`src/sv/mip_pkg.sv`:
```
// shared constants, types and microcode table of the modular inverse block
package mip_pkg;

   // widest supported code width, modulus up to 2^MAX_WIDTH
   localparam int unsigned MAX_WIDTH = 16;
   localparam int unsigned MUL_W     = 2 * MAX_WIDTH;
   localparam int unsigned WSAT_W    = $clog2(MAX_WIDTH + 1);

   // newton passes, each doubles the correct low bits starting from 3
   localparam int unsigned ITERS     = 5;
   localparam int unsigned ITER_W    = $clog2(ITERS);

   localparam int unsigned NUM_STEPS = 5;
   localparam int unsigned STEP_W    = $clog2(NUM_STEPS);

   typedef logic [MAX_WIDTH-1:0] word_type;
   typedef logic [STEP_W-1:0]    step_type;
   typedef logic [ITER_W-1:0]    iter_type;

   // datapath operations selected by a control word
   typedef enum logic [1:0] {
      OP_MUL_AX = 2'd0,   // p <= a * x
      OP_SUB2   = 2'd1,   // p <= 2 - p
      OP_MUL_XP = 2'd2,   // x <= x * p
      OP_FINISH = 2'd3    // emit result, p holds a * x
   } op_type;

   typedef struct packed {
      op_type   op;
      logic     loop_back;   // jump to target while passes remain
      step_type target;
   } ctrl_word_type;

   typedef struct packed {
      logic          active;
      ctrl_word_type word;
   } ctrl_type;

   // microprogram: three steps per newton pass, then the check product
   function automatic ctrl_word_type ucode(input step_type step);
      ctrl_word_type cw;
      cw.op        = OP_FINISH;
      cw.loop_back = 1'b0;
      cw.target    = '0;
      unique case (step)
         step_type'(0): cw.op = OP_MUL_AX;
         step_type'(1): cw.op = OP_SUB2;
         step_type'(2): begin
            cw.op        = OP_MUL_XP;
            cw.loop_back = 1'b1;
            cw.target    = step_type'(0);
         end
         step_type'(3): cw.op = OP_MUL_AX;
         default:       cw.op = OP_FINISH;
      endcase
      return cw;
   endfunction

endpackage

```
`src/sv/modular_inverse_pow2.sv`:
```
// top level: inverse of an operand modulo 2^w by microcoded newton iteration
// one item at a time: each result comes from five newton passes of three
//   microcode steps each, then the check product, through the single shared
//   16x16 multiplier, and no new item is taken before it is done
// busy is high from acceptance until the result strobe; results cannot stall
// reset (synchronous) idles the sequencer and sets code_width to 6
module modular_inverse_pow2 (
   input  logic        clock,
   input  logic        reset,
   // command channel
   input  logic        start,
   output logic        busy,
   input  logic [15:0] req_operand,
   // result channel
   output logic        rsp_valid,
   output logic [15:0] rsp_inverse,
   output logic        rsp_has_inverse,
   // configuration port
   input  logic        psel,
   input  logic        penable,
   input  logic        pwrite,
   input  logic [1:0]  paddr,
   input  logic [31:0] pwdata,
   output logic [31:0] prdata,
   output logic        pready
);

   localparam int unsigned W      = mip_pkg::MAX_WIDTH;
   localparam int unsigned WSAT_L = mip_pkg::WSAT_W;

   // configuration register, single word so every address maps to it
   logic [4:0] code_width_ff;

   // datapath registers
   mip_pkg::word_type a_ff, x_ff, p_ff, mask_ff;
   mip_pkg::word_type a_in, x_in, p_in, mask_in;

   // result registers
   logic        rsp_valid_ff, rsp_valid_in;
   logic [15:0] inverse_ff,   inverse_in;
   logic        ok_ff,        ok_in;

   logic                 accept;
   mip_pkg::ctrl_type    ctrl;
   logic [WSAT_L-1:0]    wsat;
   mip_pkg::word_type    ones;
   mip_pkg::word_type    mul_l, mul_r, prod_lo;
   logic [mip_pkg::MUL_W-1:0] prod;
   logic [31:0]          x_wide;

   assign pready = 1'b1;
   assign prdata = {27'd0, code_width_ff};

   always_ff @(posedge clock) begin
      if (reset) begin
         code_width_ff <= 5'd6;
      end else if (psel && penable && pwrite) begin
         code_width_ff <= pwdata[4:0];
      end
   end

   // an item enters only while the sequencer is idle
   assign accept = start && !busy;
   assign busy   = ctrl.active;

   mip_seq u_seq (
      .clock (clock),
      .reset (reset),
      .go    (accept),
      .ctrl  (ctrl)
   );

   // code width saturates at the datapath width; width zero gives an empty mask
   always_comb begin
      if (32'(code_width_ff) > W) begin
         wsat = WSAT_L'(W);
      end else begin
         wsat = WSAT_L'(code_width_ff);
      end
   end

   assign ones = '1;

   // one shared multiplier, operands picked by the current control word
   always_comb begin
      if (ctrl.word.op == mip_pkg::OP_MUL_XP) begin
         mul_l = x_ff;
         mul_r = p_ff;
      end else begin
         mul_l = a_ff;
         mul_r = x_ff;
      end
   end

   assign prod    = mip_pkg::MUL_W'(mul_l) * mip_pkg::MUL_W'(mul_r);
   assign prod_lo = prod[W-1:0] & mask_ff;

   // inverse field carries the low 16 bits of the datapath word
   assign x_wide = 32'(x_ff);

   always_comb begin
      a_in         = a_ff;
      x_in         = x_ff;
      p_in         = p_ff;
      mask_in      = mask_ff;
      rsp_valid_in = 1'b0;
      inverse_in   = inverse_ff;
      ok_in        = ok_ff;
      if (accept) begin
         // seed: for odd a, a itself is correct in its low 3 bits
         mask_in = ~(ones << wsat);
         a_in    = W'(req_operand) & ~(ones << wsat);
         x_in    = W'(req_operand) & ~(ones << wsat);
      end else if (ctrl.active) begin
         unique case (ctrl.word.op)
            mip_pkg::OP_MUL_AX: p_in = prod_lo;
            mip_pkg::OP_SUB2:   p_in = (W'(2) - p_ff) & mask_ff;
            mip_pkg::OP_MUL_XP: x_in = prod_lo;
            mip_pkg::OP_FINISH: begin
               // even operand or empty modulus never yields a product of one
               rsp_valid_in = 1'b1;
               ok_in        = (p_ff == W'(1));
               inverse_in   = (p_ff == W'(1)) ? x_wide[15:0] : 16'd0;
            end
            default: p_in = p_ff;
         endcase
      end
   end

   always_ff @(posedge clock) begin
      a_ff       <= a_in;
      x_ff       <= x_in;
      p_ff       <= p_in;
      mask_ff    <= mask_in;
      inverse_ff <= inverse_in;
      ok_ff      <= ok_in;
   end

   always_ff @(posedge clock) begin
      if (reset) begin
         rsp_valid_ff <= 1'b0;
      end else begin
         rsp_valid_ff <= rsp_valid_in;
      end
   end

   assign rsp_valid       = rsp_valid_ff;
   assign rsp_inverse     = inverse_ff;
   assign rsp_has_inverse = ok_ff;

endmodule

```
`src/sv/mip_seq.sv`:
```
// microcode sequencer: step counter, pass counter and control rom
module mip_seq (
   input  logic            clock,
   input  logic            reset,
   input  logic            go,
   output mip_pkg::ctrl_type ctrl
);

   logic               run_ff,  run_in;
   mip_pkg::step_type  step_ff, step_in;
   mip_pkg::iter_type  iter_ff, iter_in;
   mip_pkg::ctrl_word_type cw;

   assign cw = mip_pkg::ucode(step_ff);

   always_comb begin
      run_in  = run_ff;
      step_in = step_ff;
      iter_in = iter_ff;
      if (go) begin
         run_in  = 1'b1;
         step_in = '0;
         iter_in = '0;
      end else if (run_ff) begin
         priority if (cw.op == mip_pkg::OP_FINISH) begin
            run_in = 1'b0;
         end else if (cw.loop_back &&
                      iter_ff != mip_pkg::iter_type'(mip_pkg::ITERS - 1)) begin
            step_in = cw.target;
            iter_in = iter_ff + 1'b1;
         end else begin
            step_in = step_ff + 1'b1;
         end
      end
   end

   always_ff @(posedge clock) begin
      if (reset) begin
         run_ff  <= 1'b0;
         step_ff <= '0;
         iter_ff <= '0;
      end else begin
         run_ff  <= run_in;
         step_ff <= step_in;
         iter_ff <= iter_in;
      end
   end

   assign ctrl.active = run_ff;
   assign ctrl.word   = cw;

endmodule

```
`config.mk`:
```
export PLATFORM = sky130hd
export DESIGN_NAME = modular_inverse_pow2
export DESIGN_NICKNAME = d
export VERILOG_FILES = /design/src/sv/mip_pkg.sv /design/src/sv/modular_inverse_pow2.sv /design/src/sv/mip_seq.sv
export SDC_FILE = /design/constraint.sdc
export NUM_CORES = 1
export LEC_CHECK = 0
export BUFFER_PORTS_ARGS = -buffer_cell sky130_fd_sc_hd__buf_4
export CORE_UTILIZATION = 55
export DETAILED_ROUTE_END_ITERATION = 10
export PLACE_DENSITY = 0.8
export SYNTH_ARGS = -nofsm -noshare
export SYNTH_HDL_FRONTEND = slang
export SYNTH_SLANG_ARGS = --single-unit
```
`constraint.sdc`:
```
create_clock -name clock -period 7.2 [get_ports clock]
set_clock_uncertainty 0.1 [all_clocks]
set_input_delay 1.08 -clock clock [delete_from_list [all_inputs] [get_ports clock]]
set_output_delay 1.08 -clock clock [all_outputs]
set_load 0.05 [all_outputs]
```
### Yosys cells after proc, flatten, opt, wreduce, memory -nomap -nowiden

Cells that the tools add are included.

| cells by class | value |
|---|---|
| $add $sub $neg | 3 |
| multiply operators | 1 |
| $lt $le $gt $ge | 1 |
| eq/ne operators | 8 |
| shifts and indexed selects | 1 |
| multiplexer cells | 14 |
| bitwise operators | 7 |
| reduce and logical (&&, ||, !) cells | 18 |

Operator list:

| operator | count |
|---|---|
| two-way mux 16 bit | 5 |
| AND 16 bit | 3 |
| one-hot mux 16 bit (2 select lines) | 1 |
| == test 16 x 1 -> 1 bit (second input constant) | 1 |
| multiplier 16 x 16 -> 16 bit | 1 |
| inverter 16 bit | 1 |
| << shifter 16 x 5 -> 16 bit (first input constant) | 1 |
| subtractor 2 x 16 -> 16 bit (first input constant) | 1 |
| AND reduction 3 bit | 3 |
| adder 3 x 1 -> 3 bit (second input constant) | 2 |
| == test 3 x 2 -> 1 bit (second input constant) | 2 |
| one-hot mux 2 bit (3 select lines) | 1 |
| nonzero test 2 bit | 3 |
| greater-than comparator 5 bit (second input constant) | 1 |
| two-way mux 5 bit | 1 |
| == test 2 bit (second input constant) | 2 |
| logical AND 1 bit | 4 |
| two-way mux 1 bit | 4 |
| two-way mux 4 bit | 1 |
| AND reduction 2 bit | 2 |
| OR reduction 2 bit | 2 |
| == test 3 x 1 -> 1 bit (second input constant) | 1 |
| zero test 3 bit | 1 |
| two-way mux 3 bit | 1 |
| other kinds (6) | 8 |

| word-level totals | value |
|---|---|
| register bits after elaboration | 94 |
| output and inout port bits | 52 |
| word-level logic and storage cells | 64 |

### Longest topological paths before layout

| logic depth | value |
|---|---|
| depth in word-level cells | 10 |
| depth in mapped cells | 28 |

### Modules after synthesis

From an unflattened synthesis, not the netlist that was laid out.

| unflattened totals | value |
|---|---|
| cells, all modules | 938 |
| area total of the unflattened synthesis | 9,013.6 sq um |

By module, submodules not included:

| module | instances | cells each | area each (sq um) | seq. area each (sq um) |
|---|---|---|---|---|
| modular_inverse_pow2 | 1 | 875 | 8,496.9 | 2,552.4 |
| mip_seq | 1 | 63 | 516.7 | 140.1 |

### Worst setup path before layout

OpenSTA, ideal clock, no wires.

| path | value |
|---|---|
| kind | reg2reg |
| start | reg u_seq.step_ff[1] |
| end | reg p_ff[14], data pin |
| arrival | 6,308 ps |
| path slack | 657 ps |
| cell stages (with the launch flop) | 25 |
| period minus slack after synthesis | 6,543 ps |
| cell sequence | dfxtp_1 > inv_1 > ha_1 > clkbuf_2 > nor2_4 > buf_2 > buf_2 > mux2i_1 > nor2_1 > fa_1 > inv_1 > fa_1 > fa_1 > fa_1 > inv_1 > fa_1 > inv_1 > fa_1 > inv_1 > ha_1 > nand3_1 > o211ai_1 > a21oi_2 > or4b_1 > nand3_1 |

| between the ends | value |
|---|---|
| cells in the longest elaborated chain, start to end | 8 |
| elaborated cells on any way between the ends | 14 |
| classes of those cells | mul: 1; eq/ne: 5; mux: 4; bitwise: 1; reduce/logical: 3 |

Ends and longest elaborated chain:

| item | RTL line | text |
|---|---|---|
| start: declaration | mip_seq.sv:10 | `mip_pkg::step_type step_ff, step_in;` |
| start signal: assignment | mip_seq.sv:44 | `step_ff <= step_in;` |
| == test 3 x 2 -> 1 bit / zero test 3 bit (equally long branches) | mip_pkg.sv:45 | `unique case (step)` |
| OR reduction 2 bit (no source line) | - |  |
| one-hot mux 2 bit (3 select lines) (*) | mip_pkg.sv:45 |  |
| == test 2 bit | modular_inverse_pow2.sv:86 | `if (ctrl.word.op == mip_pkg::OP_MUL_XP) begin` |
| two-way mux 16 bit | modular_inverse_pow2.sv:86 |  |
| multiplier 16 x 16 -> 16 bit | modular_inverse_pow2.sv:95 | `assign prod = mip_pkg::MUL_W'(mul_l) * mip_pkg::MUL_W'(mul_r);` |
| AND 16 bit | modular_inverse_pow2.sv:96 | `assign prod_lo = prod[W-1:0] & mask_ff;` |
| one-hot mux 16 bit (2 select lines) (*) | modular_inverse_pow2.sv:115 | `unique case (ctrl.word.op)` |
| end signal: assignment | modular_inverse_pow2.sv:133 | `p_ff <= p_in;` |
| end: declaration | modular_inverse_pow2.sv:35 | `mip_pkg::word_type a_ff, x_ff, p_ff, mask_ff;` |

Every way passes the cells marked *; elsewhere a longest branch is shown, timed or not.
A chain may end at the register's enable or synchronous reset.

### Worst setup path after layout

| path | value |
|---|---|
| start | reg u_seq.step_ff[0] |
| end | reg p_ff[15], data pin |

Same word-level chain as after synthesis.

==> results.json <==
{
  "nFillCells": 1294,
  "grt_pass1_vias": 6817,
  "dp_cells": 1191,
  "track_usage": 0.2763,
  "synth_cells": 924,
  "synth_mux_area_frac": 0.05002,
  "synthTopCellsByCount": "inv_1 (129), nand2_1 (122), nor2_1 (86)",
  "core-area_mm2": 0.01589,
  "finalCritPeriodShare": 0.9573,
  "synth-edff-count": 81,
  "diodes": 0,
  "syn_avg_cell_area_um2": 9.718,
  "vias": 6661,
  "wl_per_cell_um": 18.06,
  "dp_slack_ps": 128.1,
  "final_cells": 1212,
  "nNetsFinal": 1185,
  "routed_wl_mm": 21.89,
  "die_area_mm2": 0.01684,
  "area_growth_pct": 11.34,
  "slew_violations": 0,
  "setup_viol": 0,
  "tightest_slew_ps": 915.3,
  "synth_top_area_cell": "edfxtp_1",
  "drc": 0,
  "critPathArrivalTime_ps": 7000,
  "required_ps": 7310,
  "netlist_area_mm2": 0.008980,
  "ant_nets": 0,
  "critPathCaptureType": "flop",
  "tns_ps": 0,
  "first_pass_iters": 5,
  "synth_top_area_frac": 0.2709,
  "period_minus_slack_ps": 6893,
  "cts.clk_slew.worst_paths_ps": 70,
  "r2r_slack_ps": 310,
  "via_per_inst": 5.496,
  "num_rows": 46,
  "synth-seq-cells": 94,
  "grt_pass1_wl_mm": 34.70,
  "cp_common_cell": "fa_1",
  "cp_slowest_cell": "fa_1",
  "synth_xor_area_frac": 0.07580,
  "cp-start-kind": "flop",
  "grt_remaining_overflow": 0,
  "place.port_buffers": 50,
  "synth_top_flop_cell": "edfxtp_1",
  "hp-class": "flop to flop",
  "tritoncts": "built",
  "ys_types": 59,
  "io_pins": 108,
  "cap_violations": 0,
  "hpwlAfterDp_mm": 17.43,
  "grt_start_max_net_pins": 28,
  "finalHoldViolCount": 0,
  "die_height_um": 129.8,
  "start_util": 0.5653,
  "gp_congestion": 0.9351,
  "yosys_warnings": 0,
  "status": "complete, no violations",
  "drt_iter0_markers": 509,
  "synth-compound-area-share": 0.05086,
  "clockBufferDepth": 2,
  "cts-htree-levels": 3,
  "clockRootBuffer": "clkbuf_16",
  "crit_type": "flop to flop",
  "crit_fanout": 11,
  "grt_antenna_before_repair": 0,
  "fin_hold_ws_ps": 383.6,
  "ys_top_cells_by_area": "edfxtp_1 (27%), fa_1 (18%), ha_1 (8.1%)",
  "rsz0062_at_grt": "no",
  "synthSimpleGateAreaFrac": 0.1701,
  "cts_sinks": 94,
  "die_x_um": 129.8,
  "relSlewSlack": 0.3898,
  "critPathMaxStageDelay_ps": 530,
  "synth_top_family_by_area": "adder cells",
  "synth_seq_area_share": 0.2998,
  "clkLatencyLatePin_ps": 340,
  "postSynth.asyncResetShare": 0,
  "drive_gt1_frac": 0.1486,
  "worst_slack_ps": 307.1,
  "max_freq_mhz": 145.1,
  "cts_made_buffers": 9,
  "synth_adder_area_share": 0.2592,
  "synth.most_common_cell": "inv_1"
}
==> worst max-delay path: cells and delay by family, from the launching register on <==
family / cells / cell delay (ps)
flops: 1 / 350
buf+inv: 9 / 970
compound gates: 5 / 820
mux: 1 / 200
xor+xnor: 1 / 270
fa+ha+maj: 8 / 3590
simple gates: 4 / 420
==> worst paths after layout <==
path | from | end | cells after the start
hold / removal | u_seq.iter_ff[1] | u_seq.iter_ff[1] | 2
setup / recovery | u_seq.step_ff[0] | p_ff[15] | 28
hold reg to reg | u_seq.iter_ff[1] | u_seq.iter_ff[1] | 2
setup reg to reg | u_seq.step_ff[0] | p_ff[15] | 28
==> cells by family (layout without fill, tap and decap cells) <==
group | Yosys count | after routing
simple gates | 329 | 329
buf+inv | 184 | 230
fa+ha+maj | 138 | 138
flops | 94 | 94
compound gates | 70 | 70
xor+xnor | 64 | 64
mux | 43 | 43
other cells | 2 | 28
==> routing by layer <==
layer	vias to the layer above	global-route usage	wire (um)
li1	3029	-	-
met1	3230	0.3582	8728
met2	341	0.4564	10580
met3	61	0.04797	1811
met4	0	0.1224	770
met5	-	0	0
==> sequential cells by signal, indices dropped and copies added, names as in the netlist, 3 cells and up <==
name           cells
p_ff              16
a_ff              16
u_seq.step_ff      3
u_seq.iter_ff      3
code_width_ff      5
mask_ff           16
rsp_inverse       16
x_ff              16
==> area by class of cell <==
cell class | count | area [um^2] | share of cell area
Clock buffer | 13 | 304.0 | 0.03041
Clock inverter | 3 | 20.02 | 0.002002
Tap cell | 216 | 270.3 | 0.02703
Timing Repair Buffer | 83 | 648.1 | 0.06482
Inverter | 131 | 491.7 | 0.04918
Multi-Input combinational cell | 672 | 5572 | 0.5573
Sequential cell | 94 | 2693 | 0.2693
==> layout by cell type (no fill, tap or decap), types with 4 or more instances in the layout <==
| cell type | netlist | layout |
|---|---|---|
| fa_1 | 80 | 80 |
| conb_1 | 2 | 28 |
| edfxtp_1 | 81 | 81 |
| inv_1 | 129 | 129 |
| buf_4 | 30 | 81 |
| o21ai_0 | 17 | 16 |
| clkbuf_16 | 0 | 12 |
| and3_1 | 4 | 4 |
| nor2b_1 | 8 | 8 |
| xnor2_2 | 6 | 8 |
| o21bai_1 | 5 | 5 |
| a21oi_1 | 18 | 18 |
| nor2_1 | 86 | 86 |
| or2_2 | 8 | 8 |
| nand2_1 | 122 | 122 |
| mux2i_1 | 28 | 26 |
| and2_1 | 34 | 34 |
| dfxtp_1 | 13 | 13 |
| mux2_2 | 15 | 15 |
| nor3_1 | 8 | 8 |
| a21o_1 | 7 | 7 |
| nand3_1 | 23 | 23 |
| xor2_1 | 16 | 16 |
| ha_1 | 58 | 57 |
| a21boi_0 | 4 | 4 |
| xnor2_1 | 37 | 35 |
| nand2b_1 | 18 | 18 |
==> metrics by stage <==
step / utilization / cell area [um^2]
after floorplan: - / 9077
after global placement: 0.6043 / 9599
after detailed placement: 0.6043 / 9599
after CTS: 0.6247 / 9923
after global routing: 0.6294 / 9998
final: 0.6294 / 9998
==> repair_timing <==
action / 4_1_cts / 5_1_grt
setup endpoints to repair: 0 / 2
buffers inserted: 0 / 5
hold buffers: 0 / 0
resized for setup: 0 / 6
Power is not shown: default switching activity piles up to over one toggle a cycle in this logic, so the estimate is an artifact.
